===== src/rtl/core/qrs_pkg.sv =====
`timescale 1ns / 1ps
// ----------------------------------------------------------------------------
// qrs_pkg
// Shared widths, word layouts and case codes for the quadratic root solver.
// ----------------------------------------------------------------------------
package qrs_pkg;

    localparam int COEF_WIDTH = 32;
    localparam int FRAC_BITS  = 16;
    localparam int TOL_W      = 16;
    localparam int STATUS_W   = 3;

    // b*b and a*c products, and the discriminant with the 4*a*c headroom
    localparam int PROD_W = 2 * COEF_WIDTH;
    localparam int DISC_W = PROD_W + 2;
    // square root result width
    localparam int SQRT_W = DISC_W / 2;
    // |c| << 2F divided by |a|
    localparam int D1_NW  = COEF_WIDTH + 2 * FRAC_BITS;
    localparam int D1_DW  = COEF_WIDTH;
    // |-b +- s| << F divided by |2a|, |a| or |b|
    localparam int N2_W   = SQRT_W + 1;
    localparam int D2_NW  = N2_W + FRAC_BITS;
    localparam int D2_DW  = COEF_WIDTH + 1;

    typedef logic signed [COEF_WIDTH-1:0] coef_t;

    typedef struct packed {
        coef_t coef_quadratic;
        coef_t coef_linear;
        coef_t coef_constant;
    } coef_word_t;

    typedef struct packed {
        logic [STATUS_W-1:0] root_status;
        coef_t               root_one;
        coef_t               root_two;
    } root_word_t;

    typedef enum logic [STATUS_W-1:0] {
        ST_NONE = 3'd0,
        ST_ONE  = 3'd1,
        ST_TWO  = 3'd2,
        ST_INF  = 3'd3,
        ST_OVF  = 3'd4
    } status_t;

    // equation class, settled once the discriminant is known
    typedef enum logic [3:0] {
        K_INF,   // a and b near zero
        K_LIN,   // a near zero: -c/b
        K_BZZ,   // b and c near zero: two zero roots
        K_BZ2,   // b near zero, +-sqrt(-c/a)
        K_BZ0,   // b near zero, no real root
        K_CZ,    // c near zero: 0 and -b/a
        K_BAND,  // discriminant near zero
        K_GEN,   // positive discriminant
        K_NEG    // negative discriminant
    } kind_t;

    typedef struct packed {
        kind_t                   kind;
        logic                    aneg;
        logic                    bneg;
        logic                    cneg;
        logic [COEF_WIDTH-1:0]   am;
        logic [COEF_WIDTH-1:0]   bm;
        logic [COEF_WIDTH-1:0]   cm;
        logic [DISC_W-1:0]       dm;
    } disc_ctx_t;

    typedef struct packed {
        kind_t               kind;
        logic                sign1;
        logic [SQRT_W-1:0]   root;
    } div_ctx_t;

endpackage


===== src/rtl/core/qrs_stream_if.sv =====
`timescale 1ns / 1ps
// ----------------------------------------------------------------------------
// qrs_stream_if
// Valid/ready channel carrying one word of a given payload type.
// ----------------------------------------------------------------------------
interface qrs_stream_if #(
    parameter type payload_t = logic
) ();
    logic     valid;
    logic     ready;
    payload_t data;

    modport source (output valid, output data, input ready);
    modport sink   (input valid, input data, output ready);
endinterface


===== src/rtl/core/qrs_div_cell.sv =====
`timescale 1ns / 1ps
// ----------------------------------------------------------------------------
// qrs_div_cell
// One restoring division step: takes one numerator bit, emits one quotient bit.
// ----------------------------------------------------------------------------
module qrs_div_cell #(
    parameter int  NW = 8,
    parameter int  DW = 8,
    parameter type side_t = logic
) (
    input  logic          clk,
    input  logic          rst_n,
    input  logic          en,
    input  logic          in_valid,
    input  logic [DW-1:0] in_rem,
    input  logic [NW-1:0] in_nq,
    input  logic [DW-1:0] in_den,
    input  side_t         in_side,
    output logic          out_valid,
    output logic [DW-1:0] out_rem,
    output logic [NW-1:0] out_nq,
    output logic [DW-1:0] out_den,
    output side_t         out_side
);

    logic          valid_reg;
    logic [DW-1:0] rem_reg;
    logic [DW-1:0] rem_next;
    logic [NW-1:0] nq_reg;
    logic [NW-1:0] nq_next;
    logic [DW-1:0] den_reg;
    side_t         side_reg;
    logic [DW:0]   trial;
    logic [DW:0]   diff;
    logic          fits;

    always_comb
    begin
        trial    = {in_rem, in_nq[NW-1]};
        fits     = (trial >= {1'b0, in_den});
        diff     = trial - {1'b0, in_den};
        rem_next = fits ? diff[DW-1:0] : trial[DW-1:0];
        // numerator bits leave at the top, quotient bits enter at the bottom
        nq_next  = {in_nq[NW-2:0], fits};
    end

    always_ff @(posedge clk or negedge rst_n)
    begin
        if (!rst_n)
        begin
            valid_reg <= 1'b0;
        end
        else if (en)
        begin
            valid_reg <= in_valid;
        end
    end

    always_ff @(posedge clk)
    begin
        if (en)
        begin
            rem_reg  <= rem_next;
            nq_reg   <= nq_next;
            den_reg  <= in_den;
            side_reg <= in_side;
        end
    end

    assign out_valid = valid_reg;
    assign out_rem   = rem_reg;
    assign out_nq    = nq_reg;
    assign out_den   = den_reg;
    assign out_side  = side_reg;

endmodule


===== src/rtl/core/qrs_sqrt_cell.sv =====
`timescale 1ns / 1ps
// ----------------------------------------------------------------------------
// qrs_sqrt_cell
// One digit-by-digit square root step: takes two operand bits, emits one
// root bit.
// ----------------------------------------------------------------------------
module qrs_sqrt_cell #(
    parameter int  N = 8,
    parameter type side_t = logic
) (
    input  logic           clk,
    input  logic           rst_n,
    input  logic           en,
    input  logic           in_valid,
    input  logic [2*N-1:0] in_x,
    input  logic [N+1:0]   in_rem,
    input  logic [N-1:0]   in_root,
    input  side_t          in_side,
    output logic           out_valid,
    output logic [2*N-1:0] out_x,
    output logic [N+1:0]   out_rem,
    output logic [N-1:0]   out_root,
    output side_t          out_side
);

    logic           valid_reg;
    logic [2*N-1:0] x_reg;
    logic [2*N-1:0] x_next;
    logic [N+1:0]   rem_reg;
    logic [N+1:0]   rem_next;
    logic [N-1:0]   root_reg;
    logic [N-1:0]   root_next;
    side_t          side_reg;
    logic [N+3:0]   work;
    logic [N+3:0]   trial;
    logic [N+3:0]   diff;
    logic           fits;

    always_comb
    begin
        work      = {in_rem, in_x[2*N-1:2*N-2]};
        trial     = {2'b00, in_root, 2'b01};
        fits      = (work >= trial);
        diff      = work - trial;
        rem_next  = fits ? diff[N+1:0] : work[N+1:0];
        root_next = {in_root[N-2:0], fits};
        x_next    = {in_x[2*N-3:0], 2'b00};
    end

    always_ff @(posedge clk or negedge rst_n)
    begin
        if (!rst_n)
        begin
            valid_reg <= 1'b0;
        end
        else if (en)
        begin
            valid_reg <= in_valid;
        end
    end

    always_ff @(posedge clk)
    begin
        if (en)
        begin
            x_reg    <= x_next;
            rem_reg  <= rem_next;
            root_reg <= root_next;
            side_reg <= in_side;
        end
    end

    assign out_valid = valid_reg;
    assign out_x     = x_reg;
    assign out_rem   = rem_reg;
    assign out_root  = root_reg;
    assign out_side  = side_reg;

endmodule


===== src/rtl/core/quadratic_root_solver_top.sv =====
`timescale 1ns / 1ps
// ----------------------------------------------------------------------------
// quadratic_root_solver_top
// Pipeline: a result word is registered at the output once its coefficient word
//   has passed 3 front stages, 64 divide cells, 33 square root cells, 1 setup
//   stage, 50 divide cells and the output register.
// Throughput: one word per cycle; the whole cell chain stalls while the output
//   word is held. Reset clears all valid bits and sets zero_tolerance to 3.
// ----------------------------------------------------------------------------
module quadratic_root_solver_top (
    input  logic               clk,
    input  logic               rst_n,
    qrs_stream_if.sink         coef,
    qrs_stream_if.source       roots,
    input  logic               psel,
    input  logic               penable,
    input  logic               pwrite,
    input  logic [2:0]         paddr,
    input  logic [31:0]        pwdata,
    output logic [31:0]        prdata,
    output logic               pready
);

    localparam int W  = qrs_pkg::COEF_WIDTH;
    localparam int F  = qrs_pkg::FRAC_BITS;
    localparam int TW = qrs_pkg::TOL_W;
    localparam logic REG_ZERO_TOL = 1'b0;

    // ------------------------------------------------------------------
    // configuration
    // ------------------------------------------------------------------
    logic [TW-1:0] tol_reg;

    always_ff @(posedge clk or negedge rst_n)
    begin
        if (!rst_n)
        begin
            tol_reg <= TW'(3);
        end
        else if (psel && penable && pwrite && (paddr[2] == REG_ZERO_TOL))
        begin
            tol_reg <= pwdata[TW-1:0];
        end
    end

    assign pready = 1'b1;
    assign prdata = (paddr[2] == REG_ZERO_TOL) ? 32'(tol_reg) : 32'd0;

    // ------------------------------------------------------------------
    // flow control: the input register aside, one enable for the whole chain
    // ------------------------------------------------------------------
    logic                    adv;
    logic                    ld0;
    logic                    out_valid_reg;
    qrs_pkg::root_word_t     out_word_reg;
    logic                    v0_reg;
    qrs_pkg::coef_word_t     s0_reg;

    assign adv         = !out_valid_reg || roots.ready;
    assign ld0         = !v0_reg || adv;
    assign coef.ready  = ld0;
    assign roots.valid = out_valid_reg;
    assign roots.data  = out_word_reg;

    // ------------------------------------------------------------------
    // stage 0: input register
    // ------------------------------------------------------------------
    always_ff @(posedge clk or negedge rst_n)
    begin
        if (!rst_n)
        begin
            v0_reg <= 1'b0;
        end
        else if (ld0)
        begin
            v0_reg <= coef.valid;
        end
    end

    always_ff @(posedge clk)
    begin
        if (ld0)
        begin
            s0_reg <= coef.data;
        end
    end

    // ------------------------------------------------------------------
    // stage 1: magnitudes, zero flags, products
    // ------------------------------------------------------------------
    logic [W-1:0]               ua;
    logic [W-1:0]               ub;
    logic [W-1:0]               uc;
    logic                       aneg_next;
    logic                       bneg_next;
    logic                       cneg_next;
    logic [W-1:0]               am_next;
    logic [W-1:0]               bm_next;
    logic [W-1:0]               cm_next;
    logic                       v1_reg;
    logic                       aneg1_reg;
    logic                       bneg1_reg;
    logic                       cneg1_reg;
    logic [W-1:0]               am1_reg;
    logic [W-1:0]               bm1_reg;
    logic [W-1:0]               cm1_reg;
    logic                       az1_reg;
    logic                       bz1_reg;
    logic                       cz1_reg;
    logic [qrs_pkg::PROD_W-1:0] bb1_reg;
    logic [qrs_pkg::PROD_W-1:0] ac1_reg;

    always_comb
    begin
        ua        = s0_reg.coef_quadratic;
        ub        = s0_reg.coef_linear;
        uc        = s0_reg.coef_constant;
        aneg_next = ua[W-1];
        bneg_next = ub[W-1];
        cneg_next = uc[W-1];
        am_next   = aneg_next ? (~ua + 1'b1) : ua;
        bm_next   = bneg_next ? (~ub + 1'b1) : ub;
        cm_next   = cneg_next ? (~uc + 1'b1) : uc;
    end

    always_ff @(posedge clk or negedge rst_n)
    begin
        if (!rst_n)
        begin
            v1_reg <= 1'b0;
        end
        else if (adv)
        begin
            v1_reg <= v0_reg;
        end
    end

    always_ff @(posedge clk)
    begin
        if (adv)
        begin
            aneg1_reg <= aneg_next;
            bneg1_reg <= bneg_next;
            cneg1_reg <= cneg_next;
            am1_reg   <= am_next;
            bm1_reg   <= bm_next;
            cm1_reg   <= cm_next;
            az1_reg   <= (am_next == '0) || (am_next < W'(tol_reg));
            bz1_reg   <= (bm_next == '0) || (bm_next < W'(tol_reg));
            cz1_reg   <= (cm_next == '0) || (cm_next < W'(tol_reg));
            bb1_reg   <= qrs_pkg::PROD_W'(bm_next) * qrs_pkg::PROD_W'(bm_next);
            ac1_reg   <= qrs_pkg::PROD_W'(am_next) * qrs_pkg::PROD_W'(cm_next);
        end
    end

    // ------------------------------------------------------------------
    // stage 2: discriminant and equation class
    // ------------------------------------------------------------------
    logic [qrs_pkg::DISC_W-1:0] bbx;
    logic [qrs_pkg::DISC_W-1:0] ac4;
    logic [qrs_pkg::DISC_W-1:0] dm;
    logic                       dneg;
    logic                       band;
    qrs_pkg::disc_ctx_t         ctx2_next;
    logic                       v2_reg;
    qrs_pkg::disc_ctx_t         ctx2_reg;

    always_comb
    begin
        bbx = qrs_pkg::DISC_W'(bb1_reg);
        ac4 = {ac1_reg, 2'b00};
        if (aneg1_reg != cneg1_reg)
        begin
            dm   = bbx + ac4;
            dneg = 1'b0;
        end
        else if (bbx >= ac4)
        begin
            dm   = bbx - ac4;
            dneg = 1'b0;
        end
        else
        begin
            dm   = ac4 - bbx;
            dneg = 1'b1;
        end
        band = (dm == '0) || (dm < (qrs_pkg::DISC_W'(tol_reg) << F));

        ctx2_next.aneg = aneg1_reg;
        ctx2_next.bneg = bneg1_reg;
        ctx2_next.cneg = cneg1_reg;
        ctx2_next.am   = am1_reg;
        ctx2_next.bm   = bm1_reg;
        // a near-zero c gives a zero linear root
        ctx2_next.cm   = cz1_reg ? '0 : cm1_reg;
        ctx2_next.dm   = dm;
        if (az1_reg && bz1_reg)
        begin
            ctx2_next.kind = qrs_pkg::K_INF;
        end
        else if (az1_reg)
        begin
            ctx2_next.kind = qrs_pkg::K_LIN;
        end
        else if (bz1_reg)
        begin
            if (cz1_reg)
            begin
                ctx2_next.kind = qrs_pkg::K_BZZ;
            end
            else if (cneg1_reg != aneg1_reg)
            begin
                ctx2_next.kind = qrs_pkg::K_BZ2;
            end
            else
            begin
                ctx2_next.kind = qrs_pkg::K_BZ0;
            end
        end
        else if (cz1_reg)
        begin
            ctx2_next.kind = qrs_pkg::K_CZ;
        end
        else if (band)
        begin
            ctx2_next.kind = qrs_pkg::K_BAND;
        end
        else if (dneg)
        begin
            ctx2_next.kind = qrs_pkg::K_NEG;
        end
        else
        begin
            ctx2_next.kind = qrs_pkg::K_GEN;
        end
    end

    always_ff @(posedge clk or negedge rst_n)
    begin
        if (!rst_n)
        begin
            v2_reg <= 1'b0;
        end
        else if (adv)
        begin
            v2_reg <= v1_reg;
        end
    end

    always_ff @(posedge clk)
    begin
        if (adv)
        begin
            ctx2_reg <= ctx2_next;
        end
    end

    // ------------------------------------------------------------------
    // first divider chain: (|c| << 2F) / |a|
    // ------------------------------------------------------------------
    localparam int D1N = qrs_pkg::D1_NW;
    localparam int D1D = qrs_pkg::D1_DW;

    logic               d1_valid [0:D1N];
    logic [D1D-1:0]     d1_rem   [0:D1N];
    logic [D1N-1:0]     d1_nq    [0:D1N];
    logic [D1D-1:0]     d1_den   [0:D1N];
    qrs_pkg::disc_ctx_t d1_side  [0:D1N];

    assign d1_valid[0] = v2_reg;
    assign d1_rem[0]   = '0;
    assign d1_nq[0]    = D1N'(ctx2_reg.cm) << (2 * F);
    assign d1_den[0]   = ctx2_reg.am;
    assign d1_side[0]  = ctx2_reg;

    for (genvar i = 0; i < D1N; i++)
    begin : g_d1
        qrs_div_cell #(
            .NW     (D1N),
            .DW     (D1D),
            .side_t (qrs_pkg::disc_ctx_t)
        ) u_cell (
            .clk       (clk),
            .rst_n     (rst_n),
            .en        (adv),
            .in_valid  (d1_valid[i]),
            .in_rem    (d1_rem[i]),
            .in_nq     (d1_nq[i]),
            .in_den    (d1_den[i]),
            .in_side   (d1_side[i]),
            .out_valid (d1_valid[i+1]),
            .out_rem   (d1_rem[i+1]),
            .out_nq    (d1_nq[i+1]),
            .out_den   (d1_den[i+1]),
            .out_side  (d1_side[i+1])
        );
    end

    // ------------------------------------------------------------------
    // square root chain: discriminant, or the quotient in class K_BZ2, where b is near zero
    // ------------------------------------------------------------------
    localparam int SN = qrs_pkg::SQRT_W;

    logic               sq_valid [0:SN];
    logic [2*SN-1:0]    sq_x     [0:SN];
    logic [SN+1:0]      sq_rem   [0:SN];
    logic [SN-1:0]      sq_root  [0:SN];
    qrs_pkg::disc_ctx_t sq_side  [0:SN];

    assign sq_valid[0] = d1_valid[D1N];
    assign sq_x[0]     = (d1_side[D1N].kind == qrs_pkg::K_BZ2) ?
                         (2 * SN)'(d1_nq[D1N]) : d1_side[D1N].dm;
    assign sq_rem[0]   = '0;
    assign sq_root[0]  = '0;
    assign sq_side[0]  = d1_side[D1N];

    for (genvar i = 0; i < SN; i++)
    begin : g_sq
        qrs_sqrt_cell #(
            .N      (SN),
            .side_t (qrs_pkg::disc_ctx_t)
        ) u_cell (
            .clk       (clk),
            .rst_n     (rst_n),
            .en        (adv),
            .in_valid  (sq_valid[i]),
            .in_x      (sq_x[i]),
            .in_rem    (sq_rem[i]),
            .in_root   (sq_root[i]),
            .in_side   (sq_side[i]),
            .out_valid (sq_valid[i+1]),
            .out_x     (sq_x[i+1]),
            .out_rem   (sq_rem[i+1]),
            .out_root  (sq_root[i+1]),
            .out_side  (sq_side[i+1])
        );
    end

    // ------------------------------------------------------------------
    // stage 3: numerators and divisor for the root quotients
    // ------------------------------------------------------------------
    localparam int NM  = qrs_pkg::N2_W;
    localparam int D2N = qrs_pkg::D2_NW;
    localparam int D2D = qrs_pkg::D2_DW;

    qrs_pkg::disc_ctx_t sctx;
    logic [NM-1:0]      bmx;
    logic [NM-1:0]      sx;
    logic               nbneg;
    logic [NM-1:0]      n1m;
    logic               n1s;
    logic [NM-1:0]      n2m;
    logic               n2s;
    logic [NM-1:0]      num1_next;
    logic [NM-1:0]      num2_next;
    logic [D2D-1:0]     den3_next;
    logic               sign2_next;
    qrs_pkg::div_ctx_t  dctx_next;
    logic               v3_reg;
    logic [NM-1:0]      num1_reg;
    logic [NM-1:0]      num2_reg;
    logic [D2D-1:0]     den3_reg;
    logic               sign2_reg;
    qrs_pkg::div_ctx_t  dctx_reg;

    always_comb
    begin
        sctx  = sq_side[SN];
        bmx   = NM'(sctx.bm);
        sx    = NM'(sq_root[SN]);
        nbneg = !sctx.bneg;
        // -b + s
        if (!nbneg)
        begin
            n1m = bmx + sx;
            n1s = 1'b0;
        end
        else if (bmx >= sx)
        begin
            n1m = bmx - sx;
            n1s = 1'b1;
        end
        else
        begin
            n1m = sx - bmx;
            n1s = 1'b0;
        end
        // -b - s
        if (nbneg)
        begin
            n2m = bmx + sx;
            n2s = 1'b1;
        end
        else if (bmx >= sx)
        begin
            n2m = bmx - sx;
            n2s = 1'b0;
        end
        else
        begin
            n2m = sx - bmx;
            n2s = 1'b1;
        end

        num1_next       = '0;
        num2_next       = '0;
        den3_next       = {sctx.am, 1'b0};
        sign2_next      = 1'b0;
        dctx_next.kind  = sctx.kind;
        dctx_next.sign1 = 1'b0;
        dctx_next.root  = sq_root[SN];
        case (sctx.kind)
            qrs_pkg::K_LIN:
            begin
                num1_next       = NM'(sctx.cm);
                den3_next       = D2D'(sctx.bm);
                dctx_next.sign1 = !sctx.cneg ^ sctx.bneg;
            end
            qrs_pkg::K_CZ:
            begin
                num2_next  = bmx;
                den3_next  = D2D'(sctx.am);
                sign2_next = nbneg ^ sctx.aneg;
            end
            qrs_pkg::K_BAND:
            begin
                num1_next       = bmx;
                num2_next       = bmx;
                dctx_next.sign1 = nbneg ^ sctx.aneg;
                sign2_next      = nbneg ^ sctx.aneg;
            end
            qrs_pkg::K_GEN:
            begin
                num1_next       = n1m;
                num2_next       = n2m;
                dctx_next.sign1 = n1s ^ sctx.aneg;
                sign2_next      = n2s ^ sctx.aneg;
            end
            default:
            begin
                num1_next = '0;
                num2_next = '0;
            end
        endcase
    end

    always_ff @(posedge clk or negedge rst_n)
    begin
        if (!rst_n)
        begin
            v3_reg <= 1'b0;
        end
        else if (adv)
        begin
            v3_reg <= sq_valid[SN];
        end
    end

    always_ff @(posedge clk)
    begin
        if (adv)
        begin
            num1_reg  <= num1_next;
            num2_reg  <= num2_next;
            den3_reg  <= den3_next;
            sign2_reg <= sign2_next;
            dctx_reg  <= dctx_next;
        end
    end

    // ------------------------------------------------------------------
    // root divider chains, one per root
    // ------------------------------------------------------------------
    logic              da_valid [0:D2N];
    logic [D2D-1:0]    da_rem   [0:D2N];
    logic [D2N-1:0]    da_nq    [0:D2N];
    logic [D2D-1:0]    da_den   [0:D2N];
    qrs_pkg::div_ctx_t da_side  [0:D2N];
    logic              db_valid [0:D2N];
    logic [D2D-1:0]    db_rem   [0:D2N];
    logic [D2N-1:0]    db_nq    [0:D2N];
    logic [D2D-1:0]    db_den   [0:D2N];
    logic              db_side  [0:D2N];

    assign da_valid[0] = v3_reg;
    assign da_rem[0]   = '0;
    assign da_nq[0]    = D2N'(num1_reg) << F;
    assign da_den[0]   = den3_reg;
    assign da_side[0]  = dctx_reg;
    assign db_valid[0] = v3_reg;
    assign db_rem[0]   = '0;
    assign db_nq[0]    = D2N'(num2_reg) << F;
    assign db_den[0]   = den3_reg;
    assign db_side[0]  = sign2_reg;

    for (genvar i = 0; i < D2N; i++)
    begin : g_d2
        qrs_div_cell #(
            .NW     (D2N),
            .DW     (D2D),
            .side_t (qrs_pkg::div_ctx_t)
        ) u_cell_a (
            .clk       (clk),
            .rst_n     (rst_n),
            .en        (adv),
            .in_valid  (da_valid[i]),
            .in_rem    (da_rem[i]),
            .in_nq     (da_nq[i]),
            .in_den    (da_den[i]),
            .in_side   (da_side[i]),
            .out_valid (da_valid[i+1]),
            .out_rem   (da_rem[i+1]),
            .out_nq    (da_nq[i+1]),
            .out_den   (da_den[i+1]),
            .out_side  (da_side[i+1])
        );

        qrs_div_cell #(
            .NW     (D2N),
            .DW     (D2D),
            .side_t (logic)
        ) u_cell_b (
            .clk       (clk),
            .rst_n     (rst_n),
            .en        (adv),
            .in_valid  (db_valid[i]),
            .in_rem    (db_rem[i]),
            .in_nq     (db_nq[i]),
            .in_den    (db_den[i]),
            .in_side   (db_side[i]),
            .out_valid (db_valid[i+1]),
            .out_rem   (db_rem[i+1]),
            .out_nq    (db_nq[i+1]),
            .out_den   (db_den[i+1]),
            .out_side  (db_side[i+1])
        );
    end

    // ------------------------------------------------------------------
    // saturation and output register
    // ------------------------------------------------------------------
    // returns {overflow, value}
    function automatic logic [W:0] saturate(input logic [D2N-1:0] mag, input logic neg);
        logic [D2N-1:0] limit;
        logic [D2N-1:0] m;
        logic           ovf;
        logic [W-1:0]   v;
        limit = (D2N'(1) << (W - 1)) - D2N'(!neg);
        ovf   = (mag > limit);
        m     = ovf ? limit : mag;
        v     = neg ? (~m[W-1:0] + 1'b1) : m[W-1:0];
        return {ovf, v};
    endfunction

    qrs_pkg::div_ctx_t   fctx;
    logic [D2N-1:0]      mag1;
    logic [D2N-1:0]      mag2;
    logic                neg1;
    logic                neg2;
    qrs_pkg::status_t    st;
    logic [W:0]          enc1;
    logic [W:0]          enc2;
    qrs_pkg::root_word_t word_next;

    always_comb
    begin
        fctx = da_side[D2N];
        mag1 = '0;
        mag2 = '0;
        neg1 = 1'b0;
        neg2 = 1'b0;
        st   = qrs_pkg::ST_NONE;
        case (fctx.kind)
            qrs_pkg::K_INF:
            begin
                st = qrs_pkg::ST_INF;
            end
            qrs_pkg::K_LIN:
            begin
                st   = qrs_pkg::ST_ONE;
                mag1 = da_nq[D2N];
                neg1 = fctx.sign1;
            end
            qrs_pkg::K_BZZ:
            begin
                st = qrs_pkg::ST_TWO;
            end
            qrs_pkg::K_BZ2:
            begin
                st   = qrs_pkg::ST_TWO;
                mag1 = D2N'(fctx.root);
                mag2 = D2N'(fctx.root);
                neg2 = 1'b1;
            end
            qrs_pkg::K_CZ:
            begin
                st   = qrs_pkg::ST_TWO;
                mag2 = db_nq[D2N];
                neg2 = db_side[D2N];
            end
            qrs_pkg::K_BAND, qrs_pkg::K_GEN:
            begin
                st   = qrs_pkg::ST_TWO;
                mag1 = da_nq[D2N];
                neg1 = fctx.sign1;
                mag2 = db_nq[D2N];
                neg2 = db_side[D2N];
            end
            default:
            begin
                st = qrs_pkg::ST_NONE;
            end
        endcase
        enc1                  = saturate(mag1, neg1);
        enc2                  = saturate(mag2, neg2);
        word_next.root_one    = enc1[W-1:0];
        word_next.root_two    = enc2[W-1:0];
        word_next.root_status = (enc1[W] || enc2[W]) ? qrs_pkg::ST_OVF : st;
    end

    always_ff @(posedge clk or negedge rst_n)
    begin
        if (!rst_n)
        begin
            out_valid_reg <= 1'b0;
        end
        else if (adv)
        begin
            out_valid_reg <= da_valid[D2N] && db_valid[D2N];
        end
    end

    always_ff @(posedge clk)
    begin
        if (adv)
        begin
            out_word_reg <= word_next;
        end
    end

endmodule

===== src/flat_wrapper.sv =====
// flat-port wrapper written by rule: the top's interface ports become plain ports
module quadratic_root_solver_top_flat 
  (clk, rst_n, psel, penable, pwrite, paddr, pwdata, prdata, pready, coef_valid, coef_data, coef_ready, roots_valid, roots_data, roots_ready);
  qrs_stream_if coef_i ();
  qrs_stream_if roots_i ();
  input  logic clk;
  input  logic rst_n;
  input  logic psel;
  input  logic penable;
  input  logic pwrite;
  input  logic [2:0] paddr;
  input  logic [31:0] pwdata;
  output logic [31:0] prdata;
  output logic pready;
  input wire logic [$bits(coef_i.valid)-1:0] coef_valid;
  input wire logic [$bits(coef_i.data)-1:0] coef_data;
  output wire logic [$bits(coef_i.ready)-1:0] coef_ready;
  output wire logic [$bits(roots_i.valid)-1:0] roots_valid;
  output wire logic [$bits(roots_i.data)-1:0] roots_data;
  input wire logic [$bits(roots_i.ready)-1:0] roots_ready;
  assign coef_i.valid = coef_valid;
  assign coef_i.data = coef_data;
  assign coef_ready = coef_i.ready;
  assign roots_valid = roots_i.valid;
  assign roots_data = roots_i.data;
  assign roots_i.ready = roots_ready;
  quadratic_root_solver_top u_core (.clk(clk), .rst_n(rst_n), .coef(coef_i), .roots(roots_i), .psel(psel), .penable(penable), .pwrite(pwrite), .paddr(paddr), .pwdata(pwdata), .prdata(prdata), .pready(pready));
endmodule

===== config.mk =====
export PLATFORM = sky130hd
export DESIGN_NAME = quadratic_root_solver_top_flat
export DESIGN_NICKNAME = d
export VERILOG_FILES = /design/src/rtl/core/qrs_pkg.sv /design/src/rtl/core/qrs_stream_if.sv /design/src/rtl/core/qrs_div_cell.sv /design/src/rtl/core/qrs_sqrt_cell.sv /design/src/rtl/core/quadratic_root_solver_top.sv /design/src/flat_wrapper.sv
export SDC_FILE = /design/constraint.sdc
export NUM_CORES = 1
export LEC_CHECK = 0
export ABC_CLOCK_PERIOD_IN_PS = 1740
export BUFFER_PORTS_ARGS = -buffer_cell sky130_fd_sc_hd__buf_2
export CORE_MARGIN = 2
export CORE_UTILIZATION = 50
export DETAILED_ROUTE_END_ITERATION = 12
export PLACE_DENSITY = 0.7
export RECOVER_POWER = 25
export SLEW_MARGIN = 20
export SYNTH_ARGS = -nofsm -noshare
export SYNTH_HDL_FRONTEND = slang
export SYNTH_SLANG_ARGS = --single-unit

===== constraint.sdc =====
create_clock -name clk -period 1.74 [get_ports clk]
set_input_delay 0.261 -clock clk [delete_from_list [all_inputs] [get_ports clk]]
set_output_delay 0.261 -clock clk [all_outputs]
set_load 0.02 [all_outputs]

==> results of run 1 <==
[layout make-up]
| type | instances | area (sq um) |
|---|---|---|
| well taps | 176 | 220 |
| repair buffers | 53 | 387 |
| clock inverters | 12 | 173 |
| multi-input cells | 205 | 2330 |
| clock buffers | 20 | 457 |
| fillers | 1025 | 5470 |
| flip-flops and latches | 168 | 4210 |
[cells in the mapped netlist]
cell type    n
conb_1       2
dfrtp_1    166
buf_6       10
a21o_1       1
dfstp_2      2
nor2b_1     16
nor2b_4      1
mux2_2      99
nand4b_4     1
buf_2        8
clkbuf_1     1
nand2_1      1
buf_4       18
mux2_4      67
or2_2        1
[critical path, delay by kind of cell, from the launching register on]
| family | cells | cell delay (ps) |
|---|---|---|
| buf+inv | 2 | 340 |
| flops | 1 | 340 |
| simple gates | 2 | 250 |
[metrics by stage]
step | cells | area (sq um) | utilization
floorplan | 410 | 6840 | -
global placement | 599 | 7120 | 0.538
detailed placement | 599 | 7120 | 0.538
CTS | 634 | 7800 | 0.589
global route | 634 | 7770 | 0.587
finish | 634 | 7770 | 0.587
[path summary, 6_finish.rpt]
| check | startpoint | to | slack (ps) | depth (start not counted) |
|---|---|---|---|---|
| worst max register to register | u_core.roots.valid | u_core.g_d2[31].u_cell_a.out_valid | 120 | 4 |
| min in group asynchronous | rst_n | u_core.g_d1[33].u_cell.out_valid | 460 | 2 |
| worst max-delay path | u_core.roots.valid | coef_ready | 110 | 4 |
| worst min register to register | u_core.g_d2[49].u_cell_a.out_valid | u_core.roots.valid | 470 | 1 |
| max in group asynchronous | rst_n | u_core.g_d2[30].u_cell_a.out_valid | 320 | 3 |
| worst min-delay path | coef_valid | u_core.v0_reg | 20 | 2 |
[metal layers]
metal,share of wire,routed length [um],vias to the layer above
met3,0.040,367,13
met5,0,0,-
met4,0.017,161,0
met2,0.46,4260,57
met1,0.48,4460,1594
li1,-,-,1430
[kinds of logic (layout without fill, tap and decap cells)]
| group | count (synthesis) | count (layout) | share of synthesized area |
|---|---|---|---|
| and+or+nand+nor | 20 | 20 | 0.0218 |
| DFF | 168 | 168 | 0.620 |
| other | 2 | 18 | 0.00111 |
| muxes | 166 | 166 | 0.313 |
| buffers and inverters | 37 | 85 | 0.0430 |
| AOI/OAI and AO/OA | 1 | 1 | 0.00111 |
[power groups by stage]
stage	Sequential [W]	Clock [W]	Combinational, W
after floorplan	0.00417	0	0.000337
after global placement	0.00418	0	0.000476
final	0.00412	0.00394	0.000475
after detailed placement	0.00419	0	0.000490
after CTS	0.00412	0.00405	0.000495
after global routing	0.00414	0.00421	0.000525
[repair_timing]
action	in CTS	in global routing
endpoints found under the hold margin	28	0
buffers inserted	1	0
endpoints found under the setup margin	1	0
hold buffers	1	0
==> results.md, run 1 <==
- Run status: finished clean
- PD cells: around 1100 nW/um^2
- Pre-CTS setup slack: ~240 ps
- Top cell type's share of synthesized area: 0.613
- Number of global-route vias before repair: 3,288
- Worst VDD drop: 0.000706 V
- Yosys synthesis warning count: 0
- Post-route setup TNS: 0 ps
- GR Util met3: 0.0410
- Seq pwr share: 0.483
- Detailed Routing Iterations Pass 1: 4
- Comb pwr share: 0.056
- Clock sink total: 168
- Final antenna-violating net count: 0
- Worst-path cell with the longest stage delay: dfrtp_1
- Starting Density: 0.512
- Commonest non-fill, non-tap cells in the layout: dfrtp_1, mux2_2, mux2_4
- RD Place Congestion: 0.682
- CTS tree: done
- # setup viols final: 0
- Routed vias/inst: between 4 and 5
- Num CTS Buffers: 17
- Fin crit share: 0.935
- Clk network pwr share: 0.461
- Slowest cell delay on critical path: ~340 ps
- Fmax: 615 MHz
- Most Crowded Layer GR: met2
- CP endpoint kind: output port
- Gr ovfl total: 0
- Initial antenna violation count: 0
- Fin Hold WS: ~20 ps
- Flops & latches, synth: 168
- Area Growth Syn to Fin: 14.6%
- Iteration-0 DRC Markers: ~150
- Final worst slack: between 100 and 150 ps
- WS Path Type: reg -> out
- Latest clock arrival within the worst-skew pair: 420 ps
- Area leader, netlist: dfrtp_1
- Total Wirelength: between 9000 and 10,000 um
- Tot GR Track Use: 0.142
- Post-DP HPWL: roughly 5200 um
- Routed vias: 3,094
- Global-route wire length before repair: around 16,000 um
- Startpoint types: register
- Top cells by area, synth: dfrtp_1, mux2_2, mux2_4
- Tmin final: around 1600 ps
- Max-cap violations: 0
- Leak: 3.81 nW
- H-tree Lvls: 4
- Share of cells above drive strength 1: 0.552
- Wirelength per Cell: 14.6 um
- Mean post-synth cell area: about 17 sq um
- Worst slew pin tran: about 840 ps
- Final hold violation count: 0
- N_diodes: 0
- Worst path cell trace: nor2b_4 -> buf_12 -> nand2_1 -> buf_2
- Chip Height: roughly 120 um
- CTS Buffer Depth: 2
- CTS clock-pin slew for the worst setup and hold paths: roughly 60 ps
- Cells after Synth: 394
- Leading cell type in the layout, fill and taps excluded: dfrtp_1
- Setup Skew: roughly 6.4 ps
- Worst min path class: in -> reg
- I/O Pins: 79
- Yosys cell types: 15
- Net Sw Frac: 0.209
- Resize count post-CTS: 0
- Chip width: 120 um
- Int Pwr: about 0.0068 W
- Max Slew Vio Count: 0
- Row count: 42
- Overall Power: approximately 0.0085 W
- Max reg flops: 64
- Net count reported at finish: ~490
- Critical Path AT: between 1000 and 1500 ps
- Net load switching power: around 0.0018 W
- Met1 Use GR: 0.193
- Met2 usage: 0.208
- Number of remaining DRC errors: 0
- Port buffer count: slightly above 40
- RSZ-0062 raised after global routing: no
- Core area: about 13,000 sq um
- Largest net degree at the start of global routing: between 70 and 80
- CP required: about 1500 ps
- Critical path peak fanout: 20
- Slew HR: 0.434
- Clock Tree Root: clkbuf_16
- Mapped Area: 6780 sq um
- Sequential fraction of the synthesis area: 0.620
- Die Area: 14,500 sq um
No activity file was read; power rests on OpenSTA's default activity.
==> inputs of run 2 (changes only) <==
--- a/config.mk
+++ b/config.mk
@@ -5,7 +5,7 @@
 export SDC_FILE = /design/constraint.sdc
 export NUM_CORES = 1
 export LEC_CHECK = 0
-export ABC_CLOCK_PERIOD_IN_PS = 1740
+export ABC_CLOCK_PERIOD_IN_PS = 1990
 export BUFFER_PORTS_ARGS = -buffer_cell sky130_fd_sc_hd__buf_2
 export CORE_MARGIN = 2
 export CORE_UTILIZATION = 50
==> constraint.sdc (replaced) <==
create_clock -name clk -period 1.99 [get_ports clk]
set_input_delay 0.2985 -clock clk [delete_from_list [all_inputs] [get_ports clk]]
set_output_delay 0.2985 -clock clk [all_outputs]
set_load 0.02 [all_outputs]
==> run 2 against run 1 <==
Compared with the run above: cell count down 0.47%; via count down 1.3%; clock skew up 3.3 ps; wire length down 6.1%; critical path type unchanged; hold slack better by 47 ps; critical path depth unchanged; sequential power down 13%; highest routed layer unchanged; global-route usage down 0.84 points; register-to-register slack better by 370 ps; sequential share of layout area up 0.63 points; clock-buffer cell count down 1.
==> results.md, run 2 (synthesized netlist as in run 1, its figures left out) <==
- Run status: finished clean (unchanged)
- PD cells: 938 nW/um^2 (was 1100 nW/um^2)
- # setup viols final: 0 (unchanged)
- Area of the multi-input gates: 2330 sq um (unchanged)
- Most Crowded Layer GR: met2 (unchanged)
- Leak: 3.76 nW (was 3.81 nW)
- Die Area: 14,500 sq um (unchanged)
- Post-CTS Setup Bufs: 0 (was 1)
- Port buffer count: 41 (unchanged)
- H-tree Lvls: 4 (unchanged)
- Global-route wire length before repair: 15,500 um (was 16,100 um)
- Initial antenna violation count: 0 (unchanged)
- Worst slew pin tran: 1300 ps (was 845 ps)
- Gr ovfl total: 0 (unchanged)
- Post-route setup TNS: 0 ps (unchanged)
- RD Place Congestion: 0.662 (was 0.682)
- Clock sink total: 168 (unchanged)
- Post-CTS Hold Fix Bufs: 1 (unchanged)
- CTS tree: done (unchanged)
- GR Util met3: 0.0387 (was 0.0410)
- Chip Height: 120 um (unchanged)
- Latest clock arrival within the worst-skew pair: 410 ps (was 420 ps)
- N_diodes: 0 (unchanged)
- Register area: 4210 sq um (unchanged)
- I/O Pins: 79 (unchanged)
- Share of cells above drive strength 1: 0.549 (was 0.552)
- Critical Path AT: 1530 ps (was 1370 ps)
- Fin crit share: 0.919
- Met1 Use GR: 0.178 (was 0.193)
- CP required: 1690 ps (was 1480 ps)
- Tmin final: roughly 1800 ps
- CP endpoint kind: output port (unchanged)
- Iteration-0 DRC Markers: 173 (was 149)
- Worst VDD drop: 0.000612 V (was 0.000706 V)
- Row count: 42 (unchanged)
- WS Path Type: reg -> out (unchanged)
- Clock Tree Root: clkbuf_16 (unchanged)
- Setup Skew: 9.70 ps (was 6.36 ps)
- Resize count post-CTS: 0 (unchanged)
- Filler instances: 1,042 (was 1,025)
- RSZ-0062 raised after global routing: no (unchanged)
- Largest net degree at the start of global routing: 52 (was 74)
- Startpoint types: register (unchanged)
- Core area: 13,200 sq um (unchanged)
- Max-cap violations: 0 (unchanged)
- Post-DP HPWL: 5260 um (was 5210 um)
- Tot GR Track Use: 0.133 (was 0.142)
- Chip width: 120 um (unchanged)
- Final antenna-violating net count: 0 (unchanged)
- CTS Buffer Depth: 2 (unchanged)
- Num CTS Buffers: 17 (unchanged)
- Routed vias: 3,053 (was 3,094)
- Leading cell type in the layout, fill and taps excluded: dfrtp_1 (unchanged)
- Worst min path class: in -> reg (unchanged)
- Number of remaining DRC errors: 0 (unchanged)
- Max Slew Vio Count: 0 (unchanged)
- Slew HR: 0.133 (was 0.434)
- Routed vias/inst: 4.84 (was 4.88)
- Total Wirelength: 8680 um (was 9250 um)
- Number of global-route vias before repair: 3,257 (was 3,288)
- Commonest non-fill, non-tap cells in the layout: dfrtp_1, mux2_2, mux2_4 (unchanged)
- Starting Density: 0.512 (unchanged)
- Net count reported at finish: 485 (was 488)
- Final core utilization: 0.580 (was 0.587)
- Max reg flops: 64 (unchanged)
- Detailed Routing Iterations Pass 1: 3 (was 4)
- Final hold violation count: 0 (unchanged)
- Area Growth Syn to Fin: 13.3% (was 14.6%)
- Wirelength per Cell: 13.8 um (was 14.6 um)
- CTS clock-pin slew for the worst setup and hold paths: 60 ps (about the same)
- Critical path peak fanout: 29 (was 20)
- Met2 usage: 0.207 (was 0.208)
- Fmax: 547 MHz
run 2: changes by cell type in the layout (fill, tap and decap cells not counted):
cell        before  now
inv_8            0    1
clkinv_4         1    6
buf_6            1    0
clkbuf_2         3    1
clkinvlp_4       2    1
inv_6            1    4
bufinv_16        4    1
bufbuf_16        1    0
clkinv_2         4    0
run 2: path summary, 6_finish.rpt:
check	startpoint	to	slack, ps	cells past startpoint
max	u_core.roots.valid	coef_ready	160	4
min	coef_valid	u_core.v0_reg	70	2
min reg2reg	u_core.g_d2[49].u_cell_a.out_valid	u_core.roots.valid	490	1
max reg2reg	u_core.roots.valid	u_core.g_d1[53].u_cell.out_valid	490	3
min in group asynchronous	rst_n	u_core.g_d1[39].u_cell.out_valid	720	2
max in group asynchronous	rst_n	u_core.g_d2[28].u_cell_a.out_valid	320	3
run 2: stage by stage:
stage                     cell area [sq um]  total power [W]  worst slack (ps)  hold slack [ps]  std cells
after CTS                              7700          0.00732               129             49.6        631
after global placement                 7100          0.00407               434              268        598
after global routing                   7680          0.00751              59.3             51.6        631
after floorplan                        6840          0.00394               528             2.91        410
final                                  7680          0.00720               161             67.5        631
after detailed placement               7100          0.00409               422              280        598
run 2: metal layers:
| layer | routed length [um] | share of wire |
|---|---|---|
| met1 | 4110 | 0.47 |
| met2 | 4150 | 0.48 |
| met3 | 337 | 0.039 |
| met4 | 78 | 0.0090 |
| met5 | 0 | 0 |
run 2: final cells by class:
cell class                      instances  share of cell area
Timing Repair Buffer                   50              0.0438
Clock buffer                           19              0.0590
Tap cell                              176              0.0287
Multi-Input combinational cell        205               0.303
Clock inverter                         13              0.0178
Sequential cell                       168               0.548
run 2: power by group:
part | switching (W) | internal (W)
logic | 0.000217 | 0.000198
clock network | 0.00136 | 0.00183
registers | 0.0000584 | 0.00354
total | 0.00163 | 0.00557
run 2: critical path, cell delays in order (launching register included):
cell     delay, ps
dfrtp_1        340
nor2b_4        290
buf_12         240
nand2_1         80
buf_2          160
